`src/rtl/ctt_pkg.sv`:
```
`timescale 1ns / 1ps

package ctt_pkg;

    // Token length limit and the field widths that follow from it.
    localparam int TOKEN_MAX = 1024;
    localparam int CNT_W     = 11;
    localparam int POS_W     = 10;
    localparam int RES_MAX   = 3;

    localparam logic [CNT_W-1:0] CNT_LIMIT = CNT_W'(TOKEN_MAX);

    // Characters that steer the scanner.
    localparam logic [7:0] CH_NUL   = 8'h00;
    localparam logic [7:0] CH_LF    = 8'h0A;
    localparam logic [7:0] CH_SPACE = 8'h20;
    localparam logic [7:0] CH_QUOTE = 8'h22;
    localparam logic [7:0] CH_STAR  = 8'h2A;
    localparam logic [7:0] CH_COMMA = 8'h2C;
    localparam logic [7:0] CH_SLASH = 8'h2F;

    localparam logic KIND_CHAR = 1'b0;
    localparam logic KIND_END  = 1'b1;

    typedef enum logic [2:0] {
        MODE_GAP    = 3'd0,
        MODE_SLASH  = 3'd1,
        MODE_LINE   = 3'd2,
        MODE_BLOCK  = 3'd3,
        MODE_STAR   = 3'd4,
        MODE_QUOTE  = 3'd5,
        MODE_WORD   = 3'd6,
        MODE_AFTERQ = 3'd7
    } mode_t;

    typedef struct packed {
        logic             kind;
        logic [7:0]       ch;
        logic [POS_W-1:0] pos;
        logic [CNT_W-1:0] len;
        logic             disc;
        logic             quoted;
    } result_t;

    // Scanner state plus the results gathered for one byte.
    typedef struct packed {
        mode_t                     mode;
        logic [CNT_W-1:0]          cnt;
        logic [1:0]                n;
        result_t [RES_MAX-1:0]     res;
    } scan_t;

    function automatic logic is_space(logic [7:0] b);
        return (b <= CH_SPACE) || b[7];
    endfunction

    function automatic scan_t f_keep(scan_t s, logic [7:0] b, logic quoted);
        scan_t r;
        r = s;
        if (s.cnt < CNT_LIMIT) begin
            r.res[s.n] = '{kind: KIND_CHAR, ch: b, pos: s.cnt[POS_W-1:0],
                           len: '0, disc: 1'b0, quoted: quoted};
            r.n   = s.n + 2'd1;
            r.cnt = s.cnt + CNT_W'(1);
        end
        return r;
    endfunction

    function automatic scan_t f_end_word(scan_t s);
        scan_t r;
        logic  disc;
        r    = s;
        disc = (s.cnt >= CNT_LIMIT);
        r.res[s.n] = '{kind: KIND_END, ch: '0, pos: '0,
                       len: disc ? '0 : s.cnt, disc: disc, quoted: 1'b0};
        r.n    = s.n + 2'd1;
        r.cnt  = '0;
        r.mode = MODE_GAP;
        return r;
    endfunction

    function automatic scan_t f_end_quote(scan_t s, mode_t next_mode);
        scan_t r;
        r = s;
        r.res[s.n] = '{kind: KIND_END, ch: '0, pos: '0,
                       len: s.cnt, disc: 1'b0, quoted: 1'b1};
        r.n    = s.n + 2'd1;
        r.cnt  = '0;
        r.mode = next_mode;
        return r;
    endfunction

    function automatic scan_t f_word_more(scan_t s, logic [7:0] b);
        if (!is_space(b) && b != CH_COMMA) begin
            return f_keep(s, b, 1'b0);
        end
        return f_end_word(s);
    endfunction

    function automatic scan_t f_gap(scan_t s, logic [7:0] b);
        scan_t r;
        r = s;
        if (is_space(b)) begin
            r.mode = MODE_GAP;
        end else if (b == CH_SLASH) begin
            r.mode = MODE_SLASH;
        end else if (b == CH_QUOTE) begin
            r.mode = MODE_QUOTE;
            r.cnt  = '0;
        end else begin
            r.mode = MODE_WORD;
            r.cnt  = '0;
            r      = f_keep(r, b, 1'b0);
        end
        return r;
    endfunction

endpackage

```
`src/rtl/ctt_step.sv`:
```
`timescale 1ns / 1ps

module ctt_step (
    input  ctt_pkg::mode_t              mode,
    input  logic [ctt_pkg::CNT_W-1:0]   cnt,
    input  logic [7:0]                  text_byte,
    input  logic                        final_byte,
    output ctt_pkg::scan_t              scan
);
    import ctt_pkg::*;

    scan_t s;

    // Next mode, count and results for one byte.
    always_comb begin
        s      = '0;
        s.mode = mode;
        s.cnt  = cnt;
        s.n    = 2'd0;
        unique case (mode)
            MODE_GAP: begin
                s = f_gap(s, text_byte);
            end
            MODE_AFTERQ: begin
                if (text_byte == CH_COMMA) begin
                    s.mode = MODE_GAP;
                end else begin
                    s = f_gap(s, text_byte);
                end
            end
            MODE_SLASH: begin
                if (text_byte == CH_SLASH) begin
                    s.mode = MODE_LINE;
                end else if (text_byte == CH_STAR) begin
                    s.mode = MODE_STAR;
                end else begin
                    s.mode = MODE_WORD;
                    s.cnt  = '0;
                    s      = f_keep(s, CH_SLASH, 1'b0);
                    s      = f_word_more(s, text_byte);
                end
            end
            MODE_LINE: begin
                if (text_byte == CH_NUL || text_byte == CH_LF) begin
                    s.mode = MODE_GAP;
                end
            end
            MODE_BLOCK: begin
                if (text_byte == CH_NUL) begin
                    s.mode = MODE_GAP;
                end else if (text_byte == CH_STAR) begin
                    s.mode = MODE_STAR;
                end
            end
            MODE_STAR: begin
                if (text_byte == CH_NUL || text_byte == CH_SLASH) begin
                    s.mode = MODE_GAP;
                end else if (text_byte != CH_STAR) begin
                    s.mode = MODE_BLOCK;
                end
            end
            MODE_QUOTE: begin
                if (text_byte == CH_QUOTE) begin
                    s = f_end_quote(s, MODE_AFTERQ);
                end else if (text_byte == CH_NUL) begin
                    s = f_end_quote(s, MODE_GAP);
                end else begin
                    s = f_keep(s, text_byte, 1'b1);
                end
            end
            MODE_WORD: begin
                s = f_word_more(s, text_byte);
            end
            default: begin
                s.mode = MODE_GAP;
            end
        endcase

        // Close whatever is open on the last byte of the text.
        if (final_byte) begin
            if (s.mode == MODE_WORD) begin
                s = f_end_word(s);
            end else if (s.mode == MODE_QUOTE) begin
                s = f_end_quote(s, MODE_GAP);
            end else if (s.mode == MODE_SLASH) begin
                s.cnt = '0;
                s     = f_keep(s, CH_SLASH, 1'b0);
                s     = f_end_word(s);
            end
            s.mode = MODE_GAP;
            s.cnt  = '0;
        end
    end

    assign scan = s;

endmodule

```
`src/rtl/ctt_outbuf.sv`:
```
`timescale 1ns / 1ps

module ctt_outbuf (
    input  logic                                          aclk,
    input  logic                                          aresetn,
    input  logic                                          load,
    input  logic [1:0]                                    load_count,
    input  ctt_pkg::result_t [ctt_pkg::RES_MAX-1:0]       load_res,
    output logic                                          can_load,
    output logic                                          m_valid,
    input  logic                                          m_ready,
    output ctt_pkg::result_t                              m_res,
    output logic                                          m_last
);
    import ctt_pkg::*;

    result_t [RES_MAX-1:0] buf_reg;
    logic [1:0]            rem_reg, rem_next;
    logic [1:0]            idx_reg, idx_next;
    logic                  pop;

    assign m_valid  = (rem_reg != 2'd0);
    assign pop      = m_valid && m_ready;
    assign m_last   = (rem_reg == 2'd1);
    assign m_res    = buf_reg[idx_reg];
    // Take a new group once the buffer is empty or its final result leaves now.
    assign can_load = (rem_reg == 2'd0) || (m_last && m_ready);

    always_comb begin
        rem_next = rem_reg;
        idx_next = idx_reg;
        if (pop) begin
            rem_next = rem_reg - 2'd1;
            idx_next = idx_reg + 2'd1;
        end
        if (load) begin
            rem_next = load_count;
            idx_next = 2'd0;
        end
    end

    always_ff @(posedge aclk) begin
        if (!aresetn) begin
            rem_reg <= 2'd0;
            idx_reg <= 2'd0;
        end else begin
            rem_reg <= rem_next;
            idx_reg <= idx_next;
        end
    end

    always_ff @(posedge aclk) begin
        if (load) begin
            buf_reg <= load_res;
        end
    end

endmodule

```
`src/rtl/comma_text_tokenizer.sv`:
```
`timescale 1ns / 1ps

// Byte-stream tokenizer. Feed the text one byte per transfer on s_, with
// s_final_byte set on the last byte (a zero byte also ends the text). Between
// tokens the block skips whitespace (0x00-0x20 and 0x80-0xFF), // line
// comments and /* block */ comments; the opening star may itself close a
// comment, so "/*/" is a complete comment. A quoted token runs to the closing
// double quote and keeps at most 1024 characters; a comma right after the
// closing quote is consumed. A word ends at whitespace or a comma, which is
// consumed; a word that reaches 1024 characters ends flagged as discarded
// with length zero. Each kept character leaves on m_ as a character transfer
// with its position in the token, and each token closes with an end transfer
// carrying its length. m_last_result marks the last result a byte caused.
// Rate: a byte is taken every cycle as long as each byte yields at most one
// result and m_ready does not stall the output; a byte that yields k results
// (k up to 3) holds off the next byte, which is taken in the cycle its final
// result leaves. The first result of a byte is registered in the single
// result buffer behind the scanner logic and is offered in the next cycle.
module comma_text_tokenizer (
    input  logic        aclk,
    input  logic        aresetn,
    input  logic        s_valid,
    output logic        s_ready,
    input  logic [7:0]  s_text_byte,
    input  logic        s_final_byte,
    output logic        m_valid,
    input  logic        m_ready,
    output logic        m_result_kind,
    output logic [7:0]  m_token_char,
    output logic [9:0]  m_char_position,
    output logic [10:0] m_token_length,
    output logic        m_token_discarded,
    output logic        m_was_quoted,
    output logic        m_last_result
);
    import ctt_pkg::*;

    mode_t             mode_reg;
    logic [CNT_W-1:0]  cnt_reg;
    scan_t             scan;
    logic              accept;
    result_t           out_res;

    ctt_step u_step (
        .mode       (mode_reg),
        .cnt        (cnt_reg),
        .text_byte  (s_text_byte),
        .final_byte (s_final_byte),
        .scan       (scan)
    );

    assign accept = s_valid && s_ready;

    // Advance the scanner state on every accepted byte.
    always_ff @(posedge aclk) begin
        if (!aresetn) begin
            mode_reg <= MODE_GAP;
            cnt_reg  <= '0;
        end else if (accept) begin
            mode_reg <= scan.mode;
            cnt_reg  <= scan.cnt;
        end
    end

    // Hold the results of one byte and hand them out one transfer at a time.
    ctt_outbuf u_outbuf (
        .aclk       (aclk),
        .aresetn    (aresetn),
        .load       (accept),
        .load_count (scan.n),
        .load_res   (scan.res),
        .can_load   (s_ready),
        .m_valid    (m_valid),
        .m_ready    (m_ready),
        .m_res      (out_res),
        .m_last     (m_last_result)
    );

    assign m_result_kind     = out_res.kind;
    assign m_token_char      = out_res.ch;
    assign m_char_position   = out_res.pos;
    assign m_token_length    = out_res.len;
    assign m_token_discarded = out_res.disc;
    assign m_was_quoted      = out_res.quoted;

endmodule

```
`config.mk`:
```
export PLATFORM = sky130hd
export DESIGN_NAME = comma_text_tokenizer
export DESIGN_NICKNAME = d
export VERILOG_FILES = /design/src/rtl/ctt_pkg.sv /design/src/rtl/ctt_step.sv /design/src/rtl/ctt_outbuf.sv /design/src/rtl/comma_text_tokenizer.sv
export SDC_FILE = /design/constraint.sdc
export NUM_CORES = 1
export LEC_CHECK = 0
export CAP_MARGIN = 40
export CORE_AREA = 5 5 111 92
export DETAILED_ROUTE_END_ITERATION = 12
export DIE_AREA = 0 0 116 97
export DONT_BUFFER_PORTS = 1
export PLACE_DENSITY = 0.83
export SLEW_MARGIN = 20
export SYNTH_ARGS = -nofsm -noshare
export SYNTH_HDL_FRONTEND = slang
export SYNTH_SLANG_ARGS = --single-unit
```
`constraint.sdc`:
```
create_clock -name aclk -period 8.25 [get_ports aclk]
set_input_delay 1.65 -clock aclk [delete_from_list [all_inputs] [get_ports aclk]]
set_output_delay 1.65 -clock aclk [all_outputs]
set_load 0.01 [all_outputs]
```
**After elaboration in Yosys (flattened, before gate mapping)**

Index checks and enable logic that the tools add are counted.

- $add $sub $neg: 7
- Multiplexer cells: 67
- Order comparisons: 14
- Eq/ne operators: 18
- Reductions and logical operators: 18
- Bitwise gates (word level): 4

Operator list:

| kind | number |
|---|---|
| 109-bit two-way mux | 10 |
| 112-bit two-way mux | 7 |
| 109-bit one-hot mux with 5 select lines | 1 |
| 96-bit bitwise mux | 5 |
| 98-bit two-way mux | 3 |
| 32-bit two-way mux | 7 |
| 32-bit demux with 2-bit select | 3 |
| 97-bit two-way mux | 1 |
| 81-bit AND | 1 |
| 81-bit inverter | 1 |
| 13-bit two-way mux | 5 |
| 32-bit binary-select mux with 2-bit select | 1 |
| 31-bit two-way mux | 2 |
| 11-bit >= comparator (second input constant) | 4 |
| 11-bit two-way mux | 4 |
| 8-bit by 6-bit == test with 1-bit output (second input constant) | 4 |
| 3-bit two-way mux | 10 |
| 3-bit one-hot mux with 8 select lines | 1 |
| 11-bit by 1-bit adder with 11-bit output (second input constant) | 2 |
| 11-bit less-than comparator (second input constant) | 2 |
| 3-bit == test (second input constant) | 6 |
| 8-bit by 6-bit inequality test with 1-bit output (second input constant) | 2 |
| 15-bit bitwise OR | 1 |
| 2-bit by 3-bit less-than comparator with 1-bit output (second input constant) | 4 |
| other kinds (19) | 41 |

- Logic and storage cells: 150
- Output and inout port bits: 35
- Bits in registers: 114
- Input bits: 13

**Depth between registers and ports, before layout**

Gate-level depths: netlist of the first run.

- Depth in word-level cells: 35
- Mapped depth: 12
- Mapped depth without buffers: 10

**By module**

A second synthesis of the first run with hierarchy kept.

- Cells, all modules: 668
- Area, all modules: 6804.0 um^2

By module, submodules not included:

| module | cells an instance | instances | seq. area each (um^2) | area an instance (um^2) |
|---|---|---|---|---|
| ctt_outbuf | 230 | 1 | 2962.8 | 3844.9 |
| ctt_step | 375 | 1 | 0.0 | 2368.5 |
| comma_text_tokenizer | 63 | 1 | 280.3 | 590.6 |

**Worst setup path after synthesis of the first run**

OpenSTA, ideal clock, no wires.

- Path kind: input to register
- Start: input m_ready
- End: register u_outbuf.rem_reg[1]
- Data arrival time: 4.057 ns
- Slack: 4.071 ns
- Cell stages on the path: 6
- Required time: 8.128 ns
- Buffers on the path: 0
- Library setup time: 0.122 ns
- Cell sequence: nand2_1 nand2_1 nand2_1 inv_1 o221ai_1 o311a_1

- Longest elaborated chain between the ends: 4
- Elaborated cells between the ends (all ways): 6
- Classes of those cells: mux: 1; reduce/logical: 5

RTL lines:

| item | RTL line | text |
|---|---|---|
| start: declaration | comma_text_tokenizer.sv:27 | `input logic m_ready,` |
| 1-bit logical AND * | ctt_outbuf.sv:27 | `assign can_load = (rem_reg == 2'd0) \|\| (m_last && m_ready);` |
| 1-bit logical OR * | ctt_outbuf.sv:27 |  |
| via s_ready | comma_text_tokenizer.sv:23 | `output logic s_ready,` |
| 1-bit logical AND * | comma_text_tokenizer.sv:52 | `assign accept = s_valid && s_ready;` |
| via accept | comma_text_tokenizer.sv:41 | `logic accept;` |
| 2-bit two-way mux or 2-bit nonzero test (tied branches) | - |  |
| end signal: assignment | ctt_outbuf.sv:47 | `rem_reg <= rem_next;` |
| end: declaration | ctt_outbuf.sv:18 | `logic [1:0] rem_reg, rem_next;` |

Mark *: on every way through the listed nets, which the timed path passes. The rest lies on a longest branch.
A chain may end at the register's enable or synchronous reset.

==> impl_metrics.py, run 1 <==
metrics = {
    "outcome": {
        "status": "finished clean",
    },
    "timing": {
        "fin_crit_sh": 0.534,
        "fin_setup_tns_ns": 0,
        "rsz0062_at_grt": "false",
        "max-slew-margin-rel": 0.431,
        "drv_slew": 0,
        "clock.fmax_ghz": 0.227,
        "finalClockSkew_ns": 0.00801,
        "finalSetupViolations": 0,
        "timing_hold_violations_final": 0,
        "finalCriticalPeriod_ns": 4.40,
        "tightestPinTransition_ns": 0.853,
    },
    "clock_network": {
        "cts-buffers-inserted": 9,
        "cts_root_buf": "clkbuf_16",
        "cts_hold_buf": 0,
        "h-tree-depth": 3,
        "cts_tree": "done",
        "cts_setup_buffers": 0,
        "path_clk_slew_ns": 0.06,
        "ctsResizeCount": 0,
        "numClockSinks": 88,
        "cts_buffer_depth": 2,
        "worst_skew_pair.late_latency_ns": 0.34,
    },
    "power": {
        "peakVddDrop_mv": 0.140,
        "p_int_mw": 0.845,
        "power.switching_mw": 0.387,
        "total_power_mw": 1.23,
        "power_density_mw_per_mm2": 222,
        "swShare": 0.314,
        "power.leakage_nw": 1.82,
        "p_comb_frac": 0.222,
        "power.share.clock": 0.304,
        "p_seq_frac": 0.474,
    },
    "die": {
        "die_y_um": 97,
        "die_x_um": 116,
        "core_mm2": 0.00892,
        "dieArea_mm2": 0.0113,
        "rows": 31,
        "io_pins": 48,
        "initial_utilization": 0.585,
    },
    "detailed_routing": {
        "routed_wl_um": 13400,
        "drc": 0,
        "wl_per_cell_um": 20.5,
        "drt_iter0_markers": 545,
        "dr.pass1.iters": 6,
        "ant_nets": 0,
        "vias_per_cell": 6.60,
        "num_vias": 4330,
    },
    "placed_design": {
        "hpwl_um": 9410,
        "gp_congestion": 0.941,
        "io_buffers": 0,
    },
    "critical_path": {
        "timing.rr.end": "u_outbuf.buf_reg[14]",
        "cp_slowest_cell": "a211oi_1",
        "crit_type": "in -> reg",
        "required_ns": 8.31,
        "crit_path_max_fanout": 13,
        "rrSetupSlack_ns": 4.53,
        "worstSetupEndpointType": "flip-flop",
        "regToRegStartpoint": "mode_reg[0]",
        "reg2reg_depth": 10,
        "worst-endpoint-arrival_ns": 4.46,
        "slowest_delay_ns": 0.66,
        "cp-endpoint": "u_outbuf.buf_reg[14]",
        "critPathLaunchType": "input pin",
        "crit_chain": "nor4b_2, a21oi_1, a211oi_1, ha_1, nand2_1, o31a_1, o22ai_2, nor2_1",
        "startpoint": "s_text_byte[7]",
    },
    "final_layout": {
        "multi_input_comb_area_mm2": 0.00256,
        "n_fill_cell": 748,
        "fin_nets": 560,
        "antennaDiodeCount": 0,
        "drive_above_1_share": 0.0813,
        "ff_latch_area_mm2": 0.00246,
        "syn2layout_area_growth_pct": 6.38,
        "largest_reg_flops": 70,
    },
    "logic_synthesis": {
        "synth.cell_area_mm2": 0.00522,
        "yosysUniqueCellTypes": 67,
        "synthCells": 551,
        "yosysWarnings": 0,
        "yosysTopAreaCellShare": 0.403,
        "synthTopCellsByCount": "edfxtp_1 (70), nand2_1 (67), o21ai_0 (58)",
        "ys_async_sr_fraction": 0,
        "avgSynthCellArea_um2": 9.47,
        "ys_seq_area_frac": 0.472,
        "synth_edf_count": 70,
        "synth.area.top_cells": "edfxtp_1 (40%), dfxtp_1 (6.9%), o21ai_0 (5.6%), nand2_1 (4.8%), mux2i_1 (4.6%)",
        "ys_ff_latch": 88,
        "synth_top_area_cell": "edfxtp_1",
        "synthFlopType": "edfxtp_1",
        "synth.most_common_cell": "edfxtp_1",
        "synth_nets": 575,
    },
    "grt": {
        "grt_antenna_before_repair": 0,
        "grt_max_degree": 54,
        "gr-total-overflow": 0,
        "grt_pass1_vias": 4075,
        "grt_use_total": 0.242,
        "grt_pass1_wl_um": 21500,
    },
    "hold_path": {
        "holdCritPathClass": "reg -> reg",
    },
    "flow_run": {
        "cap_violations": 0,
    },
}
-- power by group through the flow --
stage | Combinational [mW] | Sequential, mW | Clock (mW)
2_1_floorplan | 0.217 | 0.585 | 0
3_3_place_gp | 0.263 | 0.589 | 0
3_5_place_dp | 0.271 | 0.592 | 0
4_1_cts | 0.272 | 0.583 | 0.378
5_1_grt | 0.296 | 0.589 | 0.397
6_report | 0.273 | 0.583 | 0.375
-- critical path: cells and delay by family --
family | cells | cell delay (ns)
AO/OA/AOI/OAI | 4 | 1.60
adder cells (fa/ha/maj) | 1 | 0.30
AND/OR/NAND/NOR | 3 | 0.91
-- per-layer routing --
layer / share of wire / vias up / GRT usage
met5: 0 / - / 0
met4: 0.020 / 0 / 0.0705
met3: 0.10 / 30 / 0.0568
met2: 0.45 / 233 / 0.355
met1: 0.43 / 2063 / 0.355
li1: - / 2004 / -
-- final cells by class --
cell class                 count  share of cell area
clock buffer                  10              0.0413
timing repair buffer           7             0.00947
tap                          115              0.0259
clock inverter                 6             0.00789
sequential                    88               0.444
inverter                      16              0.0108
multi-input combinational    414               0.461
-- stage by stage --
| step | area [um2] | util | worst slack (ns) | cells | hold WS [ns] |
|---|---|---|---|---|---|
| floorplan | 5220 | - | 4.07 | 551 | 0.491 |
| finish | 5550 | 0.622 | 3.85 | 656 | 0.557 |
| detailed placement | 5260 | 0.590 | 3.57 | 638 | 0.541 |
| CTS | 5540 | 0.620 | 3.91 | 654 | 0.553 |
| global route | 5550 | 0.622 | 3.50 | 656 | 0.593 |
| global placement | 5260 | 0.590 | 3.62 | 638 | 0.521 |
-- cell families (layout without fill, tap and decap cells) --
kind of cell | count (synthesis) | after routing | synth area share
muxes | 24 | 24 | 0.0460
and+or+nand+nor | 232 | 232 | 0.225
AOI/OAI and AO/OA | 136 | 136 | 0.174
DFF | 88 | 88 | 0.472
other | 1 | 1 | 0.000719
adders and majority gates | 11 | 11 | 0.0264
buffers and inverters | 49 | 39 | 0.0377
xor gates and xnor gates | 10 | 10 | 0.0182
-- cell usage in the layout (no fill, tap or decap), types with 4 or more instances in the layout --
cell / synthesis / final
edfxtp_1: 70 / 70
nand2_1: 67 / 67
o21ai_0: 58 / 57
nor2_1: 53 / 53
nand3_1: 24 / 24
mux2i_1: 24 / 24
nor3_1: 20 / 20
a21oi_1: 18 / 18
dfxtp_1: 18 / 18
inv_1: 16 / 15
and2_1: 13 / 13
ha_1: 11 / 11
o22ai_1: 10 / 10
clkbuf_16: 0 / 9
nor3b_1: 8 / 8
nand4_1: 7 / 7
xnor2_1: 6 / 6
nor4_1: 6 / 6
o21a_1: 6 / 6
o221ai_1: 5 / 5
buf_4: 0 / 5
or2_2: 4 / 4
or3_1: 4 / 4
-- worst min path at each step --
stage                from         end  slack (ns)  cells past startpoint
2_1_floorplan  cnt_reg[8]  cnt_reg[8]        0.49                      2
3_3_place_gp   cnt_reg[9]  cnt_reg[9]        0.52                      2
3_5_place_dp   cnt_reg[8]  cnt_reg[8]        0.54                      2
4_1_cts        cnt_reg[9]  cnt_reg[9]        0.55                      2
5_1_grt        cnt_reg[8]  cnt_reg[8]        0.59                      2
6_report       cnt_reg[9]  cnt_reg[9]        0.56                      2
Power figures use the tool's default switching activity.
==> run 2: changes to the inputs <==
--- a/config.mk
+++ b/config.mk
@@ -5,12 +5,13 @@
 export SDC_FILE = /design/constraint.sdc
 export NUM_CORES = 1
 export LEC_CHECK = 0
+export ABC_AREA = 1
 export CAP_MARGIN = 40
-export CORE_AREA = 5 5 111 92
+export CORE_AREA = 5 5 116 96
 export DETAILED_ROUTE_END_ITERATION = 12
-export DIE_AREA = 0 0 116 97
+export DIE_AREA = 0 0 121 101
 export DONT_BUFFER_PORTS = 1
-export PLACE_DENSITY = 0.83
+export PLACE_DENSITY = 0.84
 export SLEW_MARGIN = 20
 export SYNTH_ARGS = -nofsm -noshare
 export SYNTH_HDL_FRONTEND = slang
==> constraint.sdc (replaced) <==
create_clock -name aclk -period 3.5 [get_ports aclk]
set_input_delay 0.7 -clock aclk [delete_from_list [all_inputs] [get_ports aclk]]
set_output_delay 0.7 -clock aclk [all_outputs]
set_load 0.01 [all_outputs]
==> run 2 against run 1 <==
Compared with the run above: via count grew 9.7%; hold slack lost 0.072 ns; utilization shrank 2.3 points; highest routed layer unchanged.
==> impl_metrics.py, run 2 <==
metrics = {
    "logic_synthesis": {
        "synth_top_area_cell": "edfxtp_1",
        "yosysWarnings": 0,
        "synthFlopType": "edfxtp_1",
        "synthCells": 681,
        "synth.cell_area_mm2": 0.00552,
        "synth_nets": 705,
        "synth.most_common_cell": "nand2_1",
        "synth_edf_count": 70,
        "avgSynthCellArea_um2": 8.10,
        "yosysUniqueCellTypes": 44,
        "ys_ff_latch": 88,
        "synth.area.top_cells": "edfxtp_1 (38%), nand2_1 (8.0%), dfxtp_1 (6.5%), nor2_1 (6.3%), inv_1 (5.4%)",
        "ys_seq_area_frac": 0.446,
        "yosysTopAreaCellShare": 0.381,
        "ys_async_sr_fraction": 0,
        "synthTopCellsByCount": "nand2_1 (118), nor2_1 (92), inv_1 (80)",
    },
    "timing": {
        "drv_slew": 0,
        "clock.fmax_ghz": 0.339,
        "finalClockSkew_ns": 0.00704,
        "rsz0062_at_grt": "false",
        "fin_crit_sh": 0.844,
        "finalSetupViolations": 0,
        "worst_slack_ns": 0.548,
        "tightestPinTransition_ns": 0.723,
        "max-slew-margin-rel": 0.518,
        "timing_hold_violations_final": 0,
        "fin_setup_tns_ns": 0,
        "finalCriticalPeriod_ns": 2.95,
    },
    "final_layout": {
        "ff_latch_area_mm2": 0.00246,
        "antennaDiodeCount": 0,
        "largest_reg_flops": 70,
        "n_fill_cell": 837,
        "fin_nets": 701,
        "syn2layout_area_growth_pct": 8.17,
        "multi_input_comb_area_mm2": 0.00259,
        "drive_above_1_share": 0.148,
        "final_cell_area_mm2": 0.00597,
        "final_cell_mix": "nand2_1 (118), nor2_1 (92), inv_1 (79), edfxtp_1 (70), o21ai_0 (37)",
        "final_common_cell": "nand2_1",
    },
    "critical_path": {
        "rrSetupSlack_ns": 0.59,
        "reg2reg_depth": 13,
        "critPathLaunchType": "input pin",
        "cp_top_family": "simple AND/OR/NAND/NOR gates",
        "critPathMostFrequentCell": "inv_1",
        "worstPathBufferInverterCount": 4,
        "cp_slowest_cell": "inv_1",
        "crit_chain": "inv_1, nor2_1, nand2_1, nor2_1, inv_1, nand2_1, o21ai_0, inv_1, nor3_1, ha_1, inv_1, nor2_2, nand2_1, nand2_4, o21ai_1",
        "path_depth": 15,
        "regToRegStartpoint": "mode_reg[2]",
        "slowest_delay_ns": 0.30,
        "crit_path_max_fanout": 21,
        "worst-endpoint-arrival_ns": 3.04,
        "timing.rr.end": "u_outbuf.buf_reg[43]",
        "required_ns": 3.58,
        "crit_type": "in -> reg",
        "worstSetupEndpointType": "flip-flop",
        "startpoint": "s_text_byte[5]",
    },
    "grt": {
        "grt_max_degree": 42,
        "grt_use_total": 0.227,
        "gr-total-overflow": 0,
        "grt_pass1_vias": 4355,
        "grt_pass1_wl_um": 22200,
        "grt_antenna_before_repair": 0,
    },
    "clock_network": {
        "path_clk_slew_ns": 0.07,
        "numClockSinks": 88,
        "cts_tree": "done",
        "h-tree-depth": 3,
        "worst_skew_pair.late_latency_ns": 0.34,
        "cts_root_buf": "clkbuf_16",
        "cts_hold_buf": 0,
        "cts_setup_buffers": 0,
        "ctsResizeCount": 0,
        "cts-buffers-inserted": 9,
        "cts_buffer_depth": 2,
    },
    "detailed_routing": {
        "ant_nets": 0,
        "drc": 0,
        "dr.pass1.iters": 5,
        "num_vias": 4752,
        "vias_per_cell": 5.78,
        "routed_wl_um": 13400,
        "wl_per_cell_um": 16.3,
        "drt_iter0_markers": 594,
    },
    "hold_path": {
        "holdCritPathClass": "in -> reg",
        "worstHoldStart": "aresetn",
        "worstHoldPathCells": 2,
        "min_to": "u_outbuf.rem_reg[1]",
    },
    "power": {
        "power_density_mw_per_mm2": 499,
        "total_power_mw": 2.98,
        "power.leakage_nw": 2.32,
        "peakVddDrop_mv": 0.253,
    },
    "placed_design": {
        "pre_cts_slack_ns": 0.273,
        "io_buffers": 0,
        "gp_congestion": 0.973,
        "post_dp_cell_area_mm2": 0.00568,
        "hpwl_um": 9900,
    },
    "die": {
        "initial_utilization": 0.554,
        "io_pins": 48,
        "die_y_um": 101,
        "core_mm2": 0.00995,
        "die_x_um": 121,
        "dieArea_mm2": 0.0122,
        "rows": 33,
    },
    "outcome": {
        "status": "finished clean",
    },
    "flow_run": {
        "cap_violations": 0,
    },
}
## run 2: changes by cell type after synthesis, moves of 21 or more
cell and change:
nand2_1 +51, o31ai_1 +22, mux2i_1 -24, inv_1 +64, nor2_1 +39, o21ai_0 -21
## run 2: area by class of cell
cell class                 instances  share of cell area
clock buffer                       9              0.0377
clock inverter                     7              0.0103
inverter                          96              0.0612
multi-input combinational        473               0.434
sequential                        88               0.413
tap                              140              0.0294
timing repair buffer               9              0.0147
## run 2: per-layer routing
| layer | share of wire | track usage |
|---|---|---|
| met4 | 0.013 | 0.0488 |
| met3 | 0.087 | 0.0556 |
| met2 | 0.44 | 0.342 |
| met5 | 0 | 0 |
| met1 | 0.46 | 0.335 |
## run 2: worst register-to-register path: cells and delay by family, from the launching register on
| kind | cells | cell delay (ns) |
|---|---|---|
| buf+inv | 5 | 0.67 |
| flops | 1 | 0.36 |
| fa+ha+maj | 1 | 0.43 |
| simple gates | 7 | 1.30 |
## run 2: cell families after synthesis
family	Yosys count	share of synthesized area
other	1	0.000680
DFF	88	0.446
and+or+nand+nor	327	0.285
xor gates and xnor gates	7	0.0111
adders and majority gates	11	0.0249
buffers and inverters	120	0.0841
AOI/OAI and AO/OA	127	0.148
## run 2: stage by stage
stage | instances | hold slack [ns] | util
floorplan | 681 | 0.513 | -
global placement | 805 | 0.566 | 0.568
detailed placement | 806 | 0.578 | 0.571
CTS | 822 | 0.482 | 0.600
global route | 822 | 0.507 | 0.600
finish | 822 | 0.485 | 0.600
## run 2: power breakdown
group | internal (mW) | total (mW) | switching (mW)
Clock | 0.493 | 0.920 | 0.426
Combinational | 0.169 | 0.678 | 0.509
Sequential | 1.33 | 1.38 | 0.0504
## run 2: how the worst max path moves through the flow
| stage | endpoint | slack [ns] |
|---|---|---|
| 6_report | u_outbuf.buf_reg[6] | 0.55 |
| 2_1_floorplan | cnt_reg[5] | 0.21 |
| 4_1_cts | u_outbuf.buf_reg[6] | 0.62 |
| 3_5_place_dp | u_outbuf.buf_reg[21] | 0.27 |
| 5_1_grt | u_outbuf.buf_reg[2] | 0.26 |
| 3_3_place_gp | u_outbuf.buf_reg[42] | 0.39 |
